$ cat src/wcp_pkg.sv
// Shared types and constants of the WAV chunk parser.
package wcp_pkg;

	typedef enum logic [1:0] {
		ST_OK          = 2'd0,
		ST_MALFORMED   = 2'd1,
		ST_UNSUPPORTED = 2'd2
	} status_t;

	typedef enum logic {
		KIND_PCM    = 1'b0,
		KIND_STATUS = 1'b1
	} kind_t;

	typedef enum logic [1:0] {
		PH_HEADER    = 2'd0,
		PH_CHUNK_HDR = 2'd1,
		PH_BODY      = 2'd2,
		PH_PAD       = 2'd3
	} phase_t;

	localparam logic [31:0] TAG_RIFF = 32'h5249_4646;
	localparam logic [31:0] TAG_WAVE = 32'h5741_5645;
	localparam logic [31:0] TAG_FMT  = 32'h666D_7420;
	localparam logic [31:0] TAG_DATA = 32'h6461_7461;

	localparam logic [31:0] FMT_MIN_LEN   = 32'd16;
	localparam logic [15:0] FMT_CODE_PCM  = 16'd1;
	localparam logic [15:0] REQUIRED_BITS = 16'd16;
	localparam logic [3:0]  HEADER_LAST   = 4'd11;
	localparam logic [2:0]  CHUNK_HDR_LAST = 3'd7;

	typedef struct packed {
		logic [7:0] file_byte;
		logic       end_of_file;
	} in_item_t;

	typedef struct packed {
		kind_t       item_kind;
		logic [7:0]  pcm_byte;
		logic        data_restart;
		status_t     status;
		logic [15:0] channel_count;
		logic [31:0] rate_hz;
		logic [15:0] sample_bits;
	} out_item_t;

	// Results of one processed byte, written into the output queue in order.
	typedef struct packed {
		logic [1:0] cnt;
		out_item_t  first;
		out_item_t  second;
	} push_t;

endpackage

$ cat src/wcp_parser.sv
// Chunk walking state and per-byte decode logic of the WAV chunk parser.
module wcp_parser (
	input  logic             clk,
	input  logic             arst_n,
	input  logic             go,
	input  wcp_pkg::in_item_t item,
	output wcp_pkg::push_t   push
);

	typedef struct packed {
		wcp_pkg::phase_t  phase;
		logic [3:0]       hdr_cnt;
		logic             hdr_ok;
		logic [2:0]       tag_cnt;
		logic [31:0]      tag;
		logic [31:0]      len;
		logic [31:0]      left;
		logic [4:0]       off;
		logic [15:0]      fmt_code;
		logic [15:0]      p_ch;
		logic [31:0]      p_rate;
		logic [15:0]      p_bits;
		logic [15:0]      k_ch;
		logic [31:0]      k_rate;
		logic [15:0]      k_bits;
		logic             fmt_seen;
		logic             pcm_present;
		wcp_pkg::status_t err;
	} pstate_t;

	// State of a parser that waits for the first byte of a RIFF header.
	localparam pstate_t RESET_STATE = '{
		phase: wcp_pkg::PH_HEADER,
		hdr_ok: 1'b1,
		err: wcp_pkg::ST_OK,
		default: '0
	};

	pstate_t st_q;
	pstate_t st_d;

	function automatic logic [7:0] tag_byte(logic [31:0] word, logic [1:0] i);
		logic [7:0] r;
		case (i)
			2'd0: r = word[31:24];
			2'd1: r = word[23:16];
			2'd2: r = word[15:8];
			default: r = word[7:0];
		endcase
		return r;
	endfunction

	function automatic pstate_t enter_hdr(pstate_t s);
		pstate_t r;
		r = s;
		r.phase = wcp_pkg::PH_CHUNK_HDR;
		r.tag_cnt = '0;
		r.tag = '0;
		r.len = '0;
		return r;
	endfunction

	function automatic pstate_t finish_chunk(pstate_t s);
		pstate_t r;
		logic stop;
		r = s;
		stop = 1'b0;
		if (r.tag == wcp_pkg::TAG_FMT) begin
			if (r.fmt_code != wcp_pkg::FMT_CODE_PCM) begin
				r.err = wcp_pkg::ST_UNSUPPORTED;
				stop = 1'b1;
			end else begin
				r.k_ch = r.p_ch;
				r.k_rate = r.p_rate;
				r.k_bits = r.p_bits;
				r.fmt_seen = 1'b1;
			end
		end else if (r.tag == wcp_pkg::TAG_DATA) begin
			r.pcm_present = (r.len != '0);
		end
		if (!stop) begin
			if (r.len[0]) begin
				r.phase = wcp_pkg::PH_PAD;
			end else begin
				r = enter_hdr(r);
			end
		end
		return r;
	endfunction

	always_ff @(posedge clk or negedge arst_n) begin
		if (!arst_n) begin
			st_q <= RESET_STATE;
		end else begin
			st_q <= st_d;
		end
	end

	always_comb begin
		pstate_t nx;
		logic [7:0] b;
		logic pcm_v;
		logic restart;
		wcp_pkg::status_t fin;
		wcp_pkg::out_item_t pcm_item;
		wcp_pkg::out_item_t stat_item;

		b = item.file_byte;
		nx = st_q;
		pcm_v = 1'b0;
		restart = 1'b0;

		if (go && (st_q.err == wcp_pkg::ST_OK)) begin
			case (st_q.phase)
				wcp_pkg::PH_HEADER: begin
					if (!st_q.hdr_cnt[3] && !st_q.hdr_cnt[2] &&
					    (b != tag_byte(wcp_pkg::TAG_RIFF, st_q.hdr_cnt[1:0])))
						nx.hdr_ok = 1'b0;
					if (st_q.hdr_cnt[3] &&
					    (b != tag_byte(wcp_pkg::TAG_WAVE, st_q.hdr_cnt[1:0])))
						nx.hdr_ok = 1'b0;
					nx.hdr_cnt = st_q.hdr_cnt + 4'd1;
					if (st_q.hdr_cnt == wcp_pkg::HEADER_LAST) begin
						if (!nx.hdr_ok) begin
							nx.err = wcp_pkg::ST_MALFORMED;
						end else begin
							nx = enter_hdr(nx);
						end
					end
				end
				wcp_pkg::PH_CHUNK_HDR: begin
					// Four tag bytes, big end first, then a little-endian length.
					if (!st_q.tag_cnt[2]) begin
						nx.tag = {st_q.tag[23:0], b};
					end else begin
						case (st_q.tag_cnt[1:0])
							2'd0: nx.len[7:0] = st_q.len[7:0] | b;
							2'd1: nx.len[15:8] = st_q.len[15:8] | b;
							2'd2: nx.len[23:16] = st_q.len[23:16] | b;
							default: nx.len[31:24] = st_q.len[31:24] | b;
						endcase
					end
					nx.tag_cnt = st_q.tag_cnt + 3'd1;
					if (st_q.tag_cnt == wcp_pkg::CHUNK_HDR_LAST) begin
						nx.left = nx.len;
						if ((nx.tag == wcp_pkg::TAG_FMT) && (nx.len < wcp_pkg::FMT_MIN_LEN)) begin
							nx.err = wcp_pkg::ST_MALFORMED;
						end else if (nx.len == '0) begin
							nx = finish_chunk(nx);
						end else begin
							nx.phase = wcp_pkg::PH_BODY;
							nx.off = '0;
						end
					end
				end
				wcp_pkg::PH_BODY: begin
					if (st_q.tag == wcp_pkg::TAG_FMT) begin
						case (st_q.off)
							5'd0: nx.fmt_code[7:0] = b;
							5'd1: nx.fmt_code[15:8] = b;
							5'd2: nx.p_ch[7:0] = b;
							5'd3: nx.p_ch[15:8] = b;
							5'd4: nx.p_rate[7:0] = b;
							5'd5: nx.p_rate[15:8] = b;
							5'd6: nx.p_rate[23:16] = b;
							5'd7: nx.p_rate[31:24] = b;
							5'd14: nx.p_bits[7:0] = b;
							5'd15: nx.p_bits[15:8] = b;
							default: ;
						endcase
					end else if (st_q.tag == wcp_pkg::TAG_DATA) begin
						pcm_v = 1'b1;
						restart = (st_q.off == '0);
					end
					// The offset only matters up to the end of the fmt fields.
					if (!st_q.off[4])
						nx.off = st_q.off + 5'd1;
					nx.left = st_q.left - 32'd1;
					if (st_q.left == 32'd1)
						nx = finish_chunk(nx);
				end
				default: begin
					nx = enter_hdr(nx);
				end
			endcase
		end

		// Final status, judged on the state after this byte.
		fin = nx.err;
		if (nx.err == wcp_pkg::ST_OK) begin
			if ((nx.phase == wcp_pkg::PH_HEADER) ||
			    ((nx.phase == wcp_pkg::PH_BODY) && (nx.left != '0)))
				fin = wcp_pkg::ST_MALFORMED;
			else if (!nx.fmt_seen || !nx.pcm_present)
				fin = wcp_pkg::ST_MALFORMED;
			else if ((nx.k_bits != wcp_pkg::REQUIRED_BITS) || (nx.k_ch == '0) ||
			         (nx.k_rate == '0))
				fin = wcp_pkg::ST_UNSUPPORTED;
		end

		pcm_item.item_kind = wcp_pkg::KIND_PCM;
		pcm_item.pcm_byte = b;
		pcm_item.data_restart = restart;
		pcm_item.status = wcp_pkg::ST_OK;
		pcm_item.channel_count = st_q.k_ch;
		pcm_item.rate_hz = st_q.k_rate;
		pcm_item.sample_bits = st_q.k_bits;

		stat_item.item_kind = wcp_pkg::KIND_STATUS;
		stat_item.pcm_byte = '0;
		stat_item.data_restart = 1'b0;
		stat_item.status = fin;
		stat_item.channel_count = nx.k_ch;
		stat_item.rate_hz = nx.k_rate;
		stat_item.sample_bits = nx.k_bits;

		push.cnt = {1'b0, pcm_v} + {1'b0, go & item.end_of_file};
		push.first = pcm_v ? pcm_item : stat_item;
		push.second = stat_item;

		// End of file returns the parser to its reset state for the next file.
		st_d = (go && item.end_of_file) ? RESET_STATE : nx;
	end

endmodule

$ cat src/wcp_out_queue.sv
// Result queue of the WAV chunk parser: takes up to two items a cycle, delivers one unless stalled.
module wcp_out_queue #(
	parameter int DEPTH = 4
) (
	input  logic               clk,
	input  logic               arst_n,
	input  wcp_pkg::push_t     push,
	output logic               room2,
	output logic               valid,
	input  logic               stall,
	output wcp_pkg::out_item_t item
);

	localparam int PW = (DEPTH > 1) ? $clog2(DEPTH) : 1;
	localparam int CW = $clog2(DEPTH + 1);
	localparam logic [PW-1:0] PTR_LAST = PW'(DEPTH - 1);
	localparam logic [CW-1:0] ROOM_LIMIT = CW'(DEPTH - 2);

	wcp_pkg::out_item_t mem [DEPTH];
	logic [PW-1:0] wr_q;
	logic [PW-1:0] rd_q;
	logic [CW-1:0] count_q;
	logic [PW-1:0] wr1;
	logic [PW-1:0] wr2;
	logic          pop;

	function automatic logic [PW-1:0] inc(logic [PW-1:0] p);
		return (p == PTR_LAST) ? '0 : p + PW'(1);
	endfunction

	assign wr1 = inc(wr_q);
	assign wr2 = inc(wr1);
	assign valid = (count_q != '0);
	assign pop = valid && !stall;
	assign item = mem[rd_q];
	assign room2 = (count_q <= ROOM_LIMIT);

	always_ff @(posedge clk) begin
		if (push.cnt != 2'd0)
			mem[wr_q] <= push.first;
		if (push.cnt == 2'd2)
			mem[wr1] <= push.second;
	end

	always_ff @(posedge clk or negedge arst_n) begin
		if (!arst_n) begin
			wr_q <= '0;
			rd_q <= '0;
			count_q <= '0;
		end else begin
			case (push.cnt)
				2'd1: wr_q <= wr1;
				2'd2: wr_q <= wr2;
				default: ;
			endcase
			if (pop)
				rd_q <= inc(rd_q);
			count_q <= count_q + CW'(push.cnt) - CW'(pop);
		end
	end

endmodule

$ cat src/wav_chunk_parser.sv
// Top level of the byte-serial WAV (RIFF/WAVE) chunk parser.
//
// The byte channel (byte_valid, byte_stall, byte_item) carries one byte of a WAV
// file per transaction, with end_of_file set on the last byte. The result channel
// (result_valid, result_stall, result_item) carries one item per transaction:
// either a pcm byte from a data chunk body, with data_restart set on the first
// byte of each data chunk, or the final status item that closes every file.
// Each output item also carries the channels, rate and bits of the last good
// fmt chunk. A byte is taken into an input register, decoded by the parser
// once the queue has room for two items, and written into a small result
// queue, which offers its result. One byte is accepted every cycle while
// byte_stall is low; the final data byte of a file may give two
// items, which the queue absorbs. byte_stall rises only when the queue lacks
// room for two more items, so a stalled receiver holds back the input after the
// queue fills and nothing is lost. Reset clears the parser to expect a new RIFF
// header and empties the queue. After a status item the parser starts over, so
// files may follow one another directly.
module wav_chunk_parser #(
	parameter int QUEUE_DEPTH = 4
) (
	input  logic               clk,
	input  logic               arst_n,
	input  logic               byte_valid,
	output logic               byte_stall,
	input  wcp_pkg::in_item_t  byte_item,
	output logic               result_valid,
	input  logic               result_stall,
	output wcp_pkg::out_item_t result_item
);

	logic              vld_s1;
	wcp_pkg::in_item_t item_s1;
	logic              room2;
	logic              go;
	wcp_pkg::push_t    push;

	// The held byte is decoded as soon as the queue can take both possible results.
	assign go = vld_s1 && room2;
	assign byte_stall = vld_s1 && !room2;

	always_ff @(posedge clk or negedge arst_n) begin
		if (!arst_n) begin
			vld_s1 <= 1'b0;
		end else if (byte_valid && !byte_stall) begin
			vld_s1 <= 1'b1;
		end else if (go) begin
			vld_s1 <= 1'b0;
		end
	end

	always_ff @(posedge clk) begin
		if (byte_valid && !byte_stall)
			item_s1 <= byte_item;
	end

	wcp_parser u_parser (
		.clk    (clk),
		.arst_n (arst_n),
		.go     (go),
		.item   (item_s1),
		.push   (push)
	);

	wcp_out_queue #(
		.DEPTH (QUEUE_DEPTH)
	) u_queue (
		.clk    (clk),
		.arst_n (arst_n),
		.push   (push),
		.room2  (room2),
		.valid  (result_valid),
		.stall  (result_stall),
		.item   (result_item)
	);

endmodule

$ cat config.mk
export PLATFORM = sky130hd
export DESIGN_NAME = wav_chunk_parser
export DESIGN_NICKNAME = d
export VERILOG_FILES = /design/src/wcp_pkg.sv /design/src/wcp_parser.sv /design/src/wcp_out_queue.sv /design/src/wav_chunk_parser.sv
export SDC_FILE = /design/constraint.sdc
export NUM_CORES = 1
export LEC_CHECK = 0
export ABC_CLOCK_PERIOD_IN_PS = 5100
export BUFFER_PORTS_ARGS = -buffer_cell sky130_fd_sc_hd__buf_2
export CORE_MARGIN = 3
export CORE_UTILIZATION = 35
export DETAILED_ROUTE_END_ITERATION = 10
export PLACE_DENSITY = 0.56
export SLEW_MARGIN = 20
export SYNTH_ARGS = -nofsm -noshare
export SYNTH_HDL_FRONTEND = slang
export SYNTH_SLANG_ARGS = --single-unit
$ cat constraint.sdc
create_clock -name clk -period 5.1 [get_ports clk]
set_clock_uncertainty 0.2 [all_clocks]
set_input_delay 0.765 -clock clk [delete_from_list [all_inputs] [get_ports clk]]
set_output_delay 0.765 -clock clk [all_outputs]
set_load 0.005 [all_outputs]
# Word level (Yosys, flattened, before mapping)
# Memory sizes are Yosys's and may differ from the RTL's.
# Cells that the tools add are included.
# word_totals
register_bits,276
mem_bits_rw,304
input_bits,13
output_inout_bits,78
mem_count,1
# memory_table
name,words,width,rd,rd_clocked_by_memory_dff,write_ports,line_no,source
u_queue.mem,4,76,1,0,2,wcp_out_queue.sv:19,wcp_pkg::out_item_t mem [DEPTH];
# classes
n_addsub,10
order_cmp,2
n_eq_ne,44
muxes,101
bitwise,5
n_reduce_logical,49
# ops
operator,n
259-bit two-way mux,7
259-bit case mux with 3 select lines,1
257-bit two-way mux,2
252-bit two-way mux,2
65-bit two-way mux,4
80-bit two-way mux,3
32-bit two-way mux,6
148-bit two-way mux,1
8-bit two-way mux,18
32-bit by 31-bit equality test with 1-bit output (second input constant),4
104-bit two-way mux,1
32-bit nonzero test,3
76-bit two-way mux,1
32-bit logical NOT,2
1-bit two-way mux,34
32-bit by 1-bit equality test with 1-bit output (second input constant),1
32-bit by 5-bit < comparator with 1-bit output (second input constant),1
2-bit two-way mux,16
16-bit by 1-bit != test with 1-bit output (second input constant),2
8-bit bitwise OR,4
32-bit by 1-bit subtractor with 32-bit output (second input constant),1
5-bit by 3-bit equality test with 1-bit output (second input constant),4
2-bit equality test (second input constant),8
16-bit logical NOT,1
35 further kinds,84

# Depth between registers and ports, before layout
# logic_depth
word_depth,26
mapped_depth,15
ltp_nobuf,12

# Modules after synthesis
# Synthesis repeated with hierarchy kept, for this count alone.
# unflattened
cells_unflattened,2614
area_unflattened_um2,30825.8
# by_module_without_submodules
module,n_inst,cells_per_inst,area_per_inst_um2
wcp_parser,1,1806,15280.9
wcp_out_queue,1,793,15210.8
wav_chunk_parser,1,15,334.1

# Least setup slack after synthesis
# OpenSTA, ideal clock, no wires.
# synth_timing
path_kind,register -> register
from,register u_parser.st_q[241] in the netlist's numbering
to,memory u_queue.mem[0][0] in the netlist's numbering (enable)
t_arrival_ns,4.254
required_time_ns,4.480
slack_ns,0.226
stages_incl_launch_ff,12
n_path_buf,3
path_cell_list,dfrtp_1 -> or4b_1 -> nor4_4 -> and2_1 -> buf_2 -> nand4_1 -> ha_1 -> nor2b_1 -> a21oi_1 -> clkbuf_1 -> clkbuf_1 -> inv_1
# synth_lines
element,line_no,source
start: declaration,wcp_parser.sv:39,pstate_t st_q;
start signal: assignment,wcp_parser.sv:95,st_q <= st_d;
end: declaration,wcp_out_queue.sv:19,

==> impl_metrics.prom <==
# TYPE chip_impl_metric gauge
chip_impl_metric{name="routedWlPerCell",unit="µm"} 22.8
chip_impl_metric{name="worstSkewPairLatency",unit="ns"} 0.60
chip_impl_metric{name="final_replace_weighted_congestion",unit=""} 0.913
chip_impl_metric{name="switching_share",unit=""} 0.315
chip_impl_metric{name="required",unit="ns"} 5.31
chip_impl_metric{name="asyncSetResetFlopFracSynth",unit=""} 0.460
chip_impl_metric{name="setup_viol_count_final",unit=""} 0
chip_impl_metric{name="postRouteWirelength",unit="µm"} 81900
chip_impl_metric{name="cap_violations",unit=""} 0
chip_impl_metric{name="dr_total_vias",unit=""} 20500
chip_impl_metric{name="dp_cells",unit=""} 3463
chip_impl_metric{name="num_antenna_cells",unit=""} 0
chip_impl_info{name="endpoint",value="u_queue.mem[3][65]"} 1
chip_impl_metric{name="final_util",unit=""} 0.411
chip_impl_metric{name="synth_sequential_area_ratio",unit=""} 0.575
chip_impl_metric{name="vias_per_cell",unit=""} 5.71
chip_impl_info{name="critical_path.startpoint",value="u_parser.st_q[258]"} 1
chip_impl_metric{name="grt_pass1_vias",unit=""} 20500
chip_impl_info{name="synth_area_leader_cell",value="edfxtp_1"} 1
chip_impl_metric{name="fp.dieW",unit="µm"} 285
chip_impl_info{name="clk_root_buffer_cell",value="clkbuf_16"} 1
chip_impl_metric{name="antenna_violating_nets_post_route",unit=""} 0
chip_impl_metric{name="floorplan.die_area",unit="µm²"} 81300
chip_impl_metric{name="postCtsSetupBuffers",unit=""} 0
chip_impl_metric{name="core_region_area",unit="µm²"} 76600
chip_impl_metric{name="post_cts_resize_count",unit=""} 0
chip_impl_metric{name="finalSetupTns",unit="ns"} 0
chip_impl_info{name="synth_area_leaders",value="edfxtp_1 (30%), dfrtp_1 (24%), nor2_1 (6.7%)"} 1
chip_impl_metric{name="drt-initial-drc-count",unit=""} 2185
chip_impl_metric{name="synth-warning-count",unit=""} 0
chip_impl_metric{name="nets",unit=""} 2552
chip_impl_metric{name="achievable-frequency",unit="MHz"} 210
chip_impl_metric{name="numCtsBuffers",unit=""} 66
chip_impl_info{name="timing.setup.critical_path_class",value="register to register"} 1
chip_impl_metric{name="flow.area_growth_from_synthesis",unit="%"} 15.4
chip_impl_metric{name="synthesis.nets",unit=""} 2475
chip_impl_metric{name="timing.max_slew.rel_slack",unit=""} 0.261
chip_impl_metric{name="final_layout_size_suffix_gt1_frac",unit=""} 0.154
chip_impl_info{name="worst_hold_path_type",value="input pin to asynchronous set/reset pin"} 1
chip_impl_metric{name="crit_arrival",unit="ns"} 4.97
chip_impl_metric{name="grt_max_degree",unit=""} 112
chip_impl_metric{name="vdd_ir_drop_max",unit="V"} 0.000225
chip_impl_metric{name="portion_of_total_power_attributed_to_the_clock_network",unit=""} 0.368
chip_impl_metric{name="starting_utilization_of_the_core_area",unit=""} 0.356
chip_impl_metric{name="layout.filler_cells",unit=""} 7349
chip_impl_metric{name="detailedRoute.firstPassIterationCount",unit=""} 6
chip_impl_metric{name="wire_length_of_the_first_global_routing_pass",unit="µm"} 126000
chip_impl_metric{name="drt_drc_violations_left",unit=""} 0
chip_impl_metric{name="path_clk_slew",unit="ns"} 0.06
chip_impl_metric{name="ys_seq_elements",unit=""} 580
chip_impl_info{name="endpoint_kind",value="register"} 1
chip_impl_metric{name="cells_on_worst_reg2reg_path",unit=""} 14
chip_impl_metric{name="drv_slew",unit=""} 0
chip_impl_metric{name="number_of_distinct_library_cells_after_synthesis",unit=""} 89
chip_impl_metric{name="path_max_fanout",unit=""} 10
chip_impl_info{name="cts_tree",value="yes"} 1
chip_impl_metric{name="number_of_enable_type_register_cells_in_the_synthesized_netlist",unit=""} 273
chip_impl_info{name="crit-reg2reg-capture",value="u_queue.mem[3][65]"} 1
chip_impl_metric{name="hold_slack",unit="ns"} -0.0139
chip_impl_metric{name="place_ws",unit="ns"} 0.584
chip_impl_metric{name="power.sequential.fraction",unit=""} 0.409
chip_impl_info{name="regToRegStartpoint",value="u_parser.st_q[258]"} 1
chip_impl_metric{name="finalCritPeriodShare",unit=""} 0.932
chip_impl_metric{name="grt-ovfl-total",unit=""} 0
chip_impl_metric{name="global_route.usage.total",unit=""} 0.199
chip_impl_metric{name="cts_buffer_depth",unit=""} 3
chip_impl_metric{name="p_int",unit="W"} 0.00915
chip_impl_metric{name="netlist_instances",unit=""} 2424
chip_impl_metric{name="powerDensity",unit="nW/µm²"} 424
chip_impl_info{name="outcome",value="complete, but fails checks"} 1
chip_impl_metric{name="finalCriticalPeriod",unit="ns"} 4.75
chip_impl_metric{name="post-dp-hpwl",unit="µm"} 53600
chip_impl_metric{name="instances_no_fill",unit=""} 3584
chip_impl_metric{name="postSynthAreaPerCell",unit="µm²"} 11.3
chip_impl_info{name="synth-main-ff-cell",value="edfxtp_1"} 1
chip_impl_metric{name="cts.sink_count",unit=""} 580
chip_impl_info{name="violations_in_the_final_reports",value="negative hold slack"} 1
chip_impl_metric{name="power.net_switching",unit="W"} 0.00420
chip_impl_info{name="startpoint_type_of_the_worst_setup_path",value="register"} 1
chip_impl_metric{name="comb_power_share",unit=""} 0.223
chip_impl_metric{name="cts.hold.buffers_added",unit=""} 0
chip_impl_metric{name="fp-row-count",unit=""} 101
chip_impl_metric{name="antenna_found_initial",unit=""} 0
chip_impl_metric{name="dieHeight",unit="µm"} 285
chip_impl_metric{name="htree_levels",unit=""} 3
chip_impl_metric{name="netlist_area",unit="µm²"} 27300
chip_impl_metric{name="cellLeakagePower",unit="nW"} 12.8
chip_impl_metric{name="ff2ff_setup_slack",unit="ns"} 0.35
chip_impl_info{name="grt_setup_unrepaired",value="false"} 1
chip_impl_metric{name="final_hold_viol_count",unit=""} 3
chip_impl_metric{name="fin_ws",unit="ns"} 0.346
chip_impl_metric{name="worst_pin_slew",unit="ns"} 1.11
chip_impl_metric{name="yosys.area.top_type_share",unit=""} 0.301
chip_impl_metric{name="placement.io_buffers",unit=""} 90
chip_impl_metric{name="ios",unit=""} 91
[layer usage]
layer / vias up / share of wire / track usage
met3: 138 / 0.063 / 0.0285
met2: 755 / 0.48 / 0.330
met1: 10400 / 0.43 / 0.271
met5: - / 0 / 0
met4: 0 / 0.024 / 0.0614
li1: 9134 / - / -
[cell usage in the layout (no fill, tap or decap), types with 38 or more instances in the layout]
cell type and count:
nor2_1 485, mux4_2 76, nor4_1 50, dfxtp_1 40
nor3_1 38, nand2_1 156, a22o_1 152, edfxtp_1 273
clkbuf_16 67, a21oi_1 146, o21ai_0 41, buf_4 80
inv_1 38, dfrtp_1 264, buf_2 89
[cell families after synthesis]
logic type | synth area share
compound gates | 0.134
xor+xnor | 0.00257
fa+ha+maj | 0.0177
buf+inv | 0.0301
flops | 0.575
mux | 0.0800
simple gates | 0.161
[power by group through the flow]
stage	Combinational, W	Clock [W]	Sequential, W
3_5_place_dp	0.00300	0	0.00556
5_1_grt	0.00321	0.00520	0.00550
3_3_place_gp	0.00298	0	0.00555
4_1_cts	0.00301	0.00501	0.00547
2_1_floorplan	0.00193	0	0.00534
6_report	0.00297	0.00492	0.00546
[area by class of cell]
cell class	instances	area, µm²	share of cell area
flip-flops and latches	580	15700	0.499
multi-input cells	1631	10800	0.345
clock inverters	35	439	0.0140
well taps	1030	1290	0.0410
inverters	43	163	0.00517
repair buffers	179	1240	0.0394
clock buffers	86	1800	0.0573
[registers in the layout, indices dropped and copies added, names as in the netlist]
name             count
item_s1              9
u_parser.st_q      259
u_queue.count_q      3
u_queue.mem        304
u_queue.rd_q         2
u_queue.wr_q         2
vld_s1               1
[cell usage after synthesis, drive strengths merged (39+ instances only)]
| cell type | n |
|---|---|
| inv | 42 |
| nor2 | 486 |
| edfxtp | 273 |
| nand2 | 156 |
| mux4 | 76 |
| a22o | 152 |
| nor3 | 39 |
| clkbuf | 149 |
| a21oi | 150 |
| o21ai | 57 |
| nor4 | 54 |
| dfxtp | 40 |
| dfrtp | 266 |
[stage by stage]
stage | area, µm² | power [W]
after floorplan | 27300 | 0.00727
after global placement | 29200 | 0.00853
after detailed placement | 29200 | 0.00857
after CTS | 31500 | 0.0135
after global routing | 31500 | 0.0139
final | 31500 | 0.0133
[critical path, cell delays in order, from the launching register on]
cell      delay [ns]
dfrtp_1         0.45
inv_1           0.11
ha_1            0.31
or4_1           0.57
nor3_1          0.40
buf_4           0.25
nand2_1         0.27
o21a_1          0.28
a211oi_1        0.43
and4_1          0.31
nand4_1         0.14
o31ai_1         0.32
buf_4           0.18
a21oi_1         0.12
nor3_1          0.23
[worst min path at each step]
stage                     slack, ns  cells after the start                 end
after floorplan                0.22                      2  u_queue.mem[2][75]
after detailed placement       0.23                      2  u_queue.mem[2][75]
after global routing           0.08                      1  u_parser.st_q[175]
after global placement         0.23                      2  u_queue.mem[0][75]
after CTS                      0.08                      1  u_parser.st_q[175]
final                         -0.01                      1  u_parser.st_q[175]
(Power assumes the default switching activity.)
